[config.mk]
export PLATFORM = sky130hd
export DESIGN_NAME = lvf_queue
export DESIGN_NICKNAME = d
export VERILOG_FILES = /design/src/rtl/lvf_queue.sv
export SDC_FILE = /design/constraint.sdc
export NUM_CORES = 1
export LEC_CHECK = 0
export BUFFER_PORTS_ARGS = -buffer_cell sky130_fd_sc_hd__buf_2
export CAP_MARGIN = 30
export CORE_MARGIN = 10
export CORE_UTILIZATION = 30
export CTS_CLUSTER_SIZE = 40
export DETAILED_ROUTE_END_ITERATION = 6
export PLACE_DENSITY = 0.58
export SLEW_MARGIN = 20
export SYNTH_ARGS = -nofsm -noshare
export SYNTH_HDL_FRONTEND = slang
export SYNTH_SLANG_ARGS = --single-unit
[constraint.sdc]
create_clock -name clock -period 1.6 [get_ports clock]
set_clock_uncertainty 0.1 [all_clocks]
set_input_delay 0.08 -clock clock [delete_from_list [all_inputs] [get_ports clock]]
set_output_delay 0.08 -clock clock [all_outputs]
set_load 0.005 [all_outputs]
[src/rtl/lvf_queue.sv]
module lvf_queue #(
   parameter int WIDTH = 8,
   parameter int DEPTH = 2
) (
   input  logic             clock,
   input  logic             reset,
   input  logic             push,
   input  logic [WIDTH-1:0] din,
   output logic             full,
   input  logic             pop,
   output logic [WIDTH-1:0] dout,
   output logic             empty
);

   localparam int PTR_W = (DEPTH > 1) ? $clog2(DEPTH) : 1;
   localparam int CNT_W = $clog2(DEPTH + 1);

   logic [WIDTH-1:0] mem_ff [DEPTH];
   logic [PTR_W-1:0] wr_ptr_ff, wr_ptr_in, rd_ptr_ff, rd_ptr_in;
   logic [CNT_W-1:0] count_ff, count_in;
   logic             push_ok, pop_ok;

   always_comb begin
      full    = (count_ff == CNT_W'(DEPTH));
      empty   = (count_ff == '0);
      push_ok = push && !full;
      pop_ok  = pop && !empty;
      dout    = mem_ff[rd_ptr_ff];

      wr_ptr_in = wr_ptr_ff;
      rd_ptr_in = rd_ptr_ff;
      count_in  = count_ff;
      if (push_ok) begin
         wr_ptr_in = (wr_ptr_ff == PTR_W'(DEPTH - 1)) ? '0 : wr_ptr_ff + 1'b1;
      end
      if (pop_ok) begin
         rd_ptr_in = (rd_ptr_ff == PTR_W'(DEPTH - 1)) ? '0 : rd_ptr_ff + 1'b1;
      end
      if (push_ok && !pop_ok) begin
         count_in = count_ff + 1'b1;
      end else if (pop_ok && !push_ok) begin
         count_in = count_ff - 1'b1;
      end
   end

   always_ff @(posedge clock) begin
      if (reset) begin
         wr_ptr_ff <= '0;
         rd_ptr_ff <= '0;
         count_ff  <= '0;
      end else begin
         wr_ptr_ff <= wr_ptr_in;
         rd_ptr_ff <= rd_ptr_in;
         count_ff  <= count_in;
      end
   end

   always_ff @(posedge clock) begin
      if (push_ok) begin
         mem_ff[wr_ptr_ff] <= din;
      end
   end

endmodule

==> results of run 1 <==
worst reg2reg max path, cell delays in order (launching register included):
cell	delay, ns
dfxtp_2	0.37
nor2b_4	0.16
nor2_1	0.06
ha_1	0.29
or3_1	0.38
a21oi_1	0.12
how the worst min path moves through the flow:
stage / end / from / cells after the start / slack (ns)
global placement: mem_ff[1][5]$_DFFE_PP_ / din[5] / 1 / 0.17
global route: wr_ptr_ff$_SDFFE_PP0N_ / push / 4 / 0.08
detailed placement: mem_ff[0][5]$_DFFE_PP_ / din[5] / 1 / 0.17
finish: wr_ptr_ff$_SDFFE_PP0N_ / push / 4 / 0.07
CTS: wr_ptr_ff$_SDFFE_PP0N_ / push / 4 / 0.06
floorplan: count_ff[1]$_SDFFE_PP0P_ / reset / 1 / 0.05
flip-flops by register name (all words and copies together), names as in the netlist, named ones only:
signal	flops
rd_ptr_ff	1
mem_ff	16
count_ff	2
wr_ptr_ff	1
cells by family (layout without fill, tap and decap cells):
| kind of cell | Yosys count | count (layout) |
|---|---|---|
| buffers and inverters | 3 | 39 |
| muxes | 8 | 8 |
| and+or+nand+nor | 9 | 9 |
| adders and majority gates | 1 | 1 |
| xor gates and xnor gates | 3 | 3 |
| AOI/OAI and AO/OA | 5 | 5 |
| DFF | 21 | 21 |
final cells by class:
type | count | share of cell area [%]
Inverter | 2 | 0.696
Timing Repair Buffer | 33 | 20.2
Multi-Input combinational cell | 26 | 19.0
Sequential cell | 21 | 54.2
Tap cell | 30 | 3.48
Clock buffer | 4 | 2.44
metal layers:
| layer | wire [µm] | share of wire (%) | vias to the layer above | track usage (%) |
|---|---|---|---|---|
| li1 | - | - | 254 | - |
| met1 | 625 | 43 | 222 | 6.20 |
| met2 | 677 | 46 | 15 | 9.31 |
| met3 | 153 | 10 | 2 | 3.58 |
| met4 | 10 | 0.68 | 0 | 3.23 |
| met5 | 0 | 0 | - | 0 |
timing repair:
| item | in CTS | in global routing |
|---|---|---|
| endpoints found under the setup margin | 1 | 9 |
| endpoints found under the hold margin | 21 | 0 |
| buffers inserted | 0 | 0 |
| pin swaps | 0 | 1 |
| hold buffers | 9 | 0 |
| gates resized for setup | 1 | 4 |
cells in the mapped netlist (all sizes together):
master / n
a21oi: 2
and2: 1
buf: 1
dfxtp: 5
edfxtp: 16
ha: 1
inv: 2
mux2: 8
nor2: 5
nor2b: 1
o21ai: 3
or3: 2
xor2: 3
power groups by stage:
stage | clock network, µW | registers, µW | logic [µW]
after floorplan | 0 | 742 | 284
after global placement | 0 | 775 | 443
after detailed placement | 0 | 780 | 455
after CTS | 253 | 770 | 475
after global routing | 280 | 797 | 528
final | 240 | 778 | 470
per-stage QoR:
stage / power [µW] / util [%] / instances / setup slack [ns] / setup TNS, ns
after CTS: 1500 / 42.8 / 116 / 0.00397 / 0
after global routing: 1600 / 43.1 / 116 / -0.0171 / -0.0171
after global placement: 1220 / 38.1 / 103 / 0.0545 / 0
after detailed placement: 1240 / 38.1 / 103 / 0.00474 / 0
final: 1490 / 43.1 / 116 / 0.0637 / 0
after floorplan: 1030 / - / 50 / 0.0445 / 0
==> out/metrics.cfg, run 1 <==
[worst_setup_path]
reg2regPathDepth=5
r2r_end=count_ff[1]$_SDFFE_PP0P_
critPathMaxFanout=5
rrSetupSlack_ns=0.06
cp_data_arrival_time_ns=1.66
reg2reg_from=count_ff[1]$_SDFFE_PP0P_
crit_path_start_kind=flop
critPathBufInv=0
worst-path-stages=5
crit_slowest_cell=or3_1
cp-endpoint=count_ff[1]$_SDFFE_PP0P_
path_cells=nor2b_4, nor2_1, ha_1, or3_1, a21oi_1
critical_path_required_ns=1.73
critPathKind=reg2reg
max_stage_delay_ns=0.38
endpoint_kind=flop
critical_path.startpoint=count_ff[1]$_SDFFE_PP0P_
path_delay_family=simple AND/OR/NAND/NOR gates

[finish]
area_growth_pct=36.0
final_cell_mix=buf_2 (21), edfxtp_1 (16), dlygate4sd3_1 (9)
regArea_um2=584
fin_nets=100
fillers=234
design_area_um2=1080
multi_input_area_um2=205
drive_gt1_share_pct=45.3
layout_commonest_cell=buf_2
antenna_cells=0

[timing]
post-route-period-util_pct=96.0
drv_slew=0
slew_headroom_pct=74.2
tightest_slew_ns=0.387
layout_min_cycle_time_ns=1.54
timing.fmax_mhz=651
hold_viol=0
setup_viol=0
timing.hold.ws_ns=0.0700
rsz0062_at_grt=true

[yosys]
avgSynthCellArea_um2=15.9
synth.distinct_cells=13
ys_ff_latch=21
synth-simple-area-share_pct=5.84
synth_adder_area_share_pct=1.58
netlist_top_cells_area=edfxtp_1 (61%), dfxtp_1 (13%), mux2_2 (11%)
yosysSeqAreaShare_pct=73.2
synthCells=50
synth_top_area_cell=edfxtp_1
synth_top_family_by_area=multiplexers
synth_compound_area_share_pct=3.15
synthMuxAreaShare_pct=11.4
syn_nets=63
yosys.area_share.xor_xnor_pct=3.31
yosysTopAreaCellShare_pct=60.6
synth_warnings=0
syn_area_um2=793

[global_routing]
antenna_found_initial=0
grt_util_all_layers_pct=6.00
grt_pass1_wl_um=2440
grt_start_max_net_pins=12
grt_pass1_vias=556
grt_overflow=0

[power]
p_comb_share_pct=31.6
cellLeakagePower_uw=0.000432
powerDensity_nw_per_um2=1380
p_sw_share_pct=27.9
p_switching_uw=415
ir_drop_mv=0.702
internal-power_uw=1070
clkPwrFrac_pct=16.1
p_seq_share_pct=52.3

[detailed_routing]
wirelength_um=1470
ant_nets=0
drt_pass1_iterations=2
drc_errors=0
wl_per_cell_um=12.6
viasPerCell=4.25
drtIter0Drc=9
via_count=493

[cts]
clockBufferDepth=2
cts_tree=yes
cts_sinks=21
clk_latency_ns=0.29
h-tree-depth=1
clockRootBuffer=clkbuf_4
cts-buffers-inserted=3
clk_pin_slew_worst_paths_ns=0.11

[floorplan]
die_h_um=71.4
start_util_pct=31.7
io_pins=22
rows=18
die-area_um2=5100
die_width_um=71.4
core_region_area_um2=2500

[placement]
place_congestion=0.667
dp_hpwl_um=1070
dpl_cell_area_um2=953
port-buffer-count=21

[min_path]
hp-class=in2reg

[outcome]
status=finished clean

[run]
cap_violations=0

Power figures use the tool's default switching activity.
==> run 2, diff against run 1 <==
Settings changed: CORE_ASPECT_RATIO from default to 1.4.
==> run 2 against run 1 <==
Against the previous run:
- global-route usage about the same
- utilization is 0.98 points lower
- sequential cell count did not move
- non-clock buffer count stayed put
- clock power about the same
- cell count rose by 5.2%
- sequential power barely moved
- hold slack improved by 0.022 ns
- design area grew 1.2%
- register-to-register slack about the same
- critical endpoint unchanged
- highest routed layer unchanged
==> out/metrics.cfg, run 2 (synthesis results as in run 1) <==
[outcome]
status=finished clean  ; unchanged

[detailed_routing]
drc_errors=0  ; unchanged
viasPerCell=4.17  ; was 4.25
drt_pass1_iterations=3  ; was 2
ant_nets=0  ; unchanged
via_count=509  ; was 493
wirelength_um=1540  ; was 1470 µm
drtIter0Drc=7  ; was 9
wl_per_cell_um=12.6  ; about the same

[floorplan]
io_pins=22  ; unchanged
die_h_um=80.8  ; was 71.4 µm
rows=22  ; was 18
core_region_area_um2=2590  ; was 2500 µm²
start_util_pct=30.7  ; was 31.7%
die-area_um2=5130  ; was 5100 µm²
die_width_um=63.5  ; was 71.4 µm

[worst_setup_path]
critPathKind=reg2reg  ; unchanged
crit_path_start_kind=flop  ; unchanged
path_cells=nor2b_4, nor2_2, ha_2, xor2_1, or3_1, a21oi_1  ; was nor2b_4, nor2_1, ha_1, or3_1, a21oi_1
crit_slowest_cell=dfxtp_2  ; was or3_1
critical_path_required_ns=1.73  ; about the same
critPathBufInv=0  ; unchanged
endpoint_kind=flop  ; unchanged
path_delay_family=simple AND/OR/NAND/NOR gates  ; unchanged
critPathMaxFanout=5  ; unchanged
max_stage_delay_ns=0.37  ; was 0.38 ns
cp_data_arrival_time_ns=1.65  ; was 1.66 ns

[finish]
antenna_cells=0  ; unchanged
largest_reg_flops=16  ; unchanged
largest_register=mem_ff  ; unchanged
design_area_um2=1090  ; was 1080 µm²
reg_top3=mem_ff (16), count_ff (2)  ; unchanged
drive_gt1_share_pct=47.7  ; was 45.3%
fin_nets=100  ; unchanged
layout_commonest_cell=buf_2  ; unchanged
final_cell_mix=buf_2 (21), edfxtp_1 (16), dlygate4sd3_1 (9)  ; unchanged
area_growth_pct=37.5  ; was 36.0%
fillers=267  ; was 234

[cts]
cts_sinks=21  ; unchanged
clk_pin_slew_worst_paths_ns=0.11  ; about the same
cts_tree=yes  ; unchanged
clockBufferDepth=2  ; unchanged
clk_latency_ns=0.29  ; about the same
cts_setup_buffers=0  ; unchanged
clockRootBuffer=clkbuf_4  ; unchanged
cts-buffers-inserted=3  ; unchanged
h-tree-depth=1  ; unchanged

[timing]
tightest_slew_ns=0.404  ; was 0.387 ns
slew_headroom_pct=73.1  ; was 74.2%
post-route-period-util_pct=95.4  ; was 96.0%
hold_viol=0  ; unchanged
setup_viol=0  ; unchanged
drv_slew=0  ; unchanged
setup_tns_ns=0  ; unchanged
timing.fmax_mhz=655  ; was 651 MHz
layout_min_cycle_time_ns=1.53  ; was 1.54 ns
rsz0062_at_grt=true  ; unchanged
timing.hold.ws_ns=0.0924  ; was 0.0700 ns

[global_routing]
grt_util_all_layers_pct=6.03  ; was 6.00%
antenna_found_initial=0  ; unchanged
grt_overflow=0  ; unchanged
grt_pass1_wl_um=2530  ; was 2440 µm
grt_start_max_net_pins=12  ; unchanged
grt_pass1_vias=557  ; was 556

[min_path]
hp-class=in2reg  ; unchanged

[placement]
dp_hpwl_um=1140  ; was 1070 µm
port-buffer-count=21  ; unchanged
dpl_cell_area_um2=961  ; was 953 µm²
place_congestion=0.619  ; was 0.667

[power]
cellLeakagePower_uw=0.000431  ; was 0.000432 µW
powerDensity_nw_per_um2=1370  ; was 1380 nW/µm²
ir_drop_mv=0.653  ; was 0.702 mV
p_total_uw=1500  ; was 1490 µW

[run]
cap_violations=0  ; unchanged

-- run 2: layout make-up --
type	instances	area, µm²	share of cell area [%]
tap	36	45.0	4.13
timing repair buffer	33	218	20.0
inverter	2	7.51	0.688
sequential	21	584	53.6
clock buffer	4	26.3	2.41
multi-input combinational	26	210	19.3
-- run 2: tightest hold or removal path: stages --
cell and delay [ns]:
buf_2 0.10, inv_1 0.08, or3_1 0.13, a21oi_1 0.06
-- run 2: per-layer routing --
layer  part of all wire, %  global-route usage, %  vias to the layer above  wire length (µm)
met5                     0                      0                        -                 0
met4                  0.52                   1.97                        0                 8
met3                   5.3                   2.34                        2                82
met2                    54                   11.3                       12               834
met1                    40                   5.98                      242               611
li1                      -                      -                      253                 -
-- run 2: power breakdown --
group | internal [µW] | switching (µW)
clock network | 96.8 | 142
registers | 703 | 76.9
logic | 277 | 203
-- run 2: worst paths after layout --
kind              slack [ns]  cells after the start                startpoint                        to
setup / recovery        0.07                      6  count_ff[1]$_SDFFE_PP0P_  count_ff[1]$_SDFFE_PP0P_
hold / removal          0.09                      4                      push    wr_ptr_ff$_SDFFE_PP0N_
setup reg to reg        0.07                      6  count_ff[1]$_SDFFE_PP0P_  count_ff[1]$_SDFFE_PP0P_
hold reg to reg         0.41                      2    wr_ptr_ff$_SDFFE_PP0N_    wr_ptr_ff$_SDFFE_PP0N_
-- run 2: through the flow --
step	setup slack [ns]	instances	util [%]
3_5_place_dp	-0.00126	109	37.1
4_1_cts	0.0339	122	41.9
3_3_place_gp	0.0461	109	37.1
2_1_floorplan	0.0445	50	-
5_1_grt	-0.0101	122	42.2
6_report	0.0739	122	42.2
-- run 2: timing repair --
| item | 4_1_cts | 5_1_grt |
|---|---|---|
| setup endpoints to repair | 1 | 9 |
| hold endpoints to repair | 21 | 0 |
| hold buffers | 9 | 0 |
| gates resized for setup | 4 | 3 |
| pin swaps | 0 | 3 |
==> run 3, diff against run 2 <==
Settings changed: MAX_ROUTING_LAYER from default to met4.
==> run 3 against run 2 <==
Against the previous run:
- combinational power barely moved
- clock power barely moved
- utilization did not move
- critical path depth did not move
- register-to-register slack barely moved
- sequential cell count did not move
- fmax did not move
- sequential share of layout area did not move
- first-iteration DRC count did not move
- setup slack barely moved
- count of clock-buffer cells in the layout did not move
- non-clock buffer count did not move
- critical path type unchanged
==> out/metrics.cfg, run 3 (synthesis results as in run 1) <==
[min_path]
hp-class=in2reg  ; unchanged

[worst_setup_path]
critPathMaxFanout=5  ; unchanged
path_cells=nor2b_4, nor2_2, ha_2, xor2_1, or3_1, a21oi_1  ; unchanged
critical_path_required_ns=1.73  ; about the same
crit_slowest_cell=dfxtp_2  ; unchanged
endpoint_kind=flop  ; unchanged
critPathKind=reg2reg  ; unchanged
cp_data_arrival_time_ns=1.65  ; about the same
crit_path_start_kind=flop  ; unchanged
max_stage_delay_ns=0.37  ; about the same

[finish]
largest_register=mem_ff  ; unchanged
drive_gt1_share_pct=47.7  ; unchanged
final_cell_mix=buf_2 (21), edfxtp_1 (16), dlygate4sd3_1 (9)  ; unchanged
reg_top3=mem_ff (16), count_ff (2)  ; unchanged
antenna_cells=0  ; unchanged
layout_commonest_cell=buf_2  ; unchanged
area_growth_pct=37.5  ; unchanged
fillers=267  ; unchanged
fin_nets=100  ; unchanged
largest_reg_flops=16  ; unchanged

[detailed_routing]
drc_errors=0  ; unchanged
drtIter0Drc=7  ; unchanged
viasPerCell=4.17  ; unchanged
via_count=509  ; unchanged
drt_pass1_iterations=3  ; unchanged
wl_per_cell_um=12.6  ; unchanged
ant_nets=0  ; unchanged
wirelength_um=1540  ; unchanged

[global_routing]
antenna_found_initial=0  ; unchanged
grt_start_max_net_pins=12  ; unchanged
top_usage_layer=met2  ; unchanged
grt_overflow=0  ; unchanged
grt_util_all_layers_pct=6.22  ; was 6.03%
grt_pass1_vias=557  ; unchanged
grtUsageMet3_pct=2.07  ; was 2.34%
grtUsageMet2_pct=11.3  ; unchanged
grt_pass1_wl_um=2530  ; unchanged
grt_use_met1_pct=6.14  ; was 5.98%

[floorplan]
io_pins=22  ; unchanged
die_h_um=80.8  ; unchanged
rows=22  ; unchanged
start_util_pct=30.7  ; unchanged
die_width_um=63.5  ; unchanged
core_region_area_um2=2590  ; unchanged
die-area_um2=5130  ; unchanged

[timing]
setup_tns_ns=0  ; unchanged
rsz0062_at_grt=true  ; unchanged
setup_viol=0  ; unchanged
drv_slew=0  ; unchanged
timing.hold.ws_ns=0.0924  ; about the same
timing.fmax_mhz=655  ; unchanged
tightest_slew_ns=0.404  ; unchanged
setup_slack_ns=0.0739  ; about the same
post-route-period-util_pct=95.4  ; about the same
slew_headroom_pct=73.1  ; unchanged
hold_viol=0  ; unchanged
layout_min_cycle_time_ns=1.53  ; about the same

[cts]
h-tree-depth=1  ; unchanged
cts_sinks=21  ; unchanged
clk_pin_slew_worst_paths_ns=0.11  ; about the same
cts_setup_buffers=0  ; unchanged
clockRootBuffer=clkbuf_4  ; unchanged
cts_tree=yes  ; unchanged
clk_latency_ns=0.29  ; about the same
clockBufferDepth=2  ; unchanged
cts-buffers-inserted=3  ; unchanged

[power]
ir_drop_mv=0.654  ; was 0.653 mV
cellLeakagePower_uw=0.000431  ; unchanged
powerDensity_nw_per_um2=1370  ; about the same

[run]
cap_violations=0  ; unchanged

[placement]
place_congestion=0.624  ; was 0.619
port-buffer-count=21  ; unchanged
dp_hpwl_um=1140  ; unchanged
dpl_worst_slack_ns=-0.00126  ; unchanged

[outcome]
status=finished clean  ; unchanged

run 3: cell counts in the layout (fill, tap and decap cells not counted):
Identical to the previous run, type by type.
run 3: final cells by class:
class / instances / area [µm²] / area share (%)
flip-flops and latches: 21 / 584 / 53.6
repair buffers: 33 / 218 / 20.0
inverters: 2 / 7.51 / 0.688
well taps: 36 / 45.0 / 4.13
clock buffers: 4 / 26.3 / 2.41
multi-input cells: 26 / 210 / 19.3
run 3: repair_timing:
action	in CTS	in global routing
hold endpoints to repair	21	0
resized for setup	4	3
hold buffers	9	0
setup endpoints to repair	1	9
pin swaps	0	3
run 3: per-layer routing:
layer | vias up | part of all wire [%]
li1 | 253 | -
met1 | 242 | 40
met2 | 12 | 54
met3 | 2 | 4.7
met4 | 0 | 0.52
met5 | - | 0
run 3: path summary, 6_finish.rpt:
check	cells past startpoint	slack (ns)	to	startpoint
worst max-delay path	6	0.07	count_ff[1]$_SDFFE_PP0P_	count_ff[1]$_SDFFE_PP0P_
worst min-delay path	4	0.09	wr_ptr_ff$_SDFFE_PP0N_	push
worst max register to register	6	0.07	count_ff[1]$_SDFFE_PP0P_	count_ff[1]$_SDFFE_PP0P_
worst min register to register	2	0.41	wr_ptr_ff$_SDFFE_PP0N_	wr_ptr_ff$_SDFFE_PP0N_
run 3: per-stage QoR:
stage	power (µW)	std cells	cell area, µm²	utilization [%]
finish	1500	122	1090	42.2
detailed placement	1240	109	961	37.1
global placement	1220	109	961	37.1
floorplan	1030	50	793	-
global route	1610	122	1090	42.2
CTS	1510	122	1080	41.9
run 3: critical path: cells and delay by family (launching register included):
| family | cells | cell delay (ns) |
|---|---|---|
| simple gates | 3 | 0.54 |
| flops | 1 | 0.37 |
| fa+ha+maj | 1 | 0.18 |
| xor+xnor | 1 | 0.15 |
| compound gates | 1 | 0.12 |
run 3: power by group:
group | internal, µW | total [µW] | switching [µW]
Sequential | 703 | 780 | 76.9
Combinational | 277 | 480 | 203
Clock | 96.8 | 239 | 142
Total | 1080 | 1500 | 422
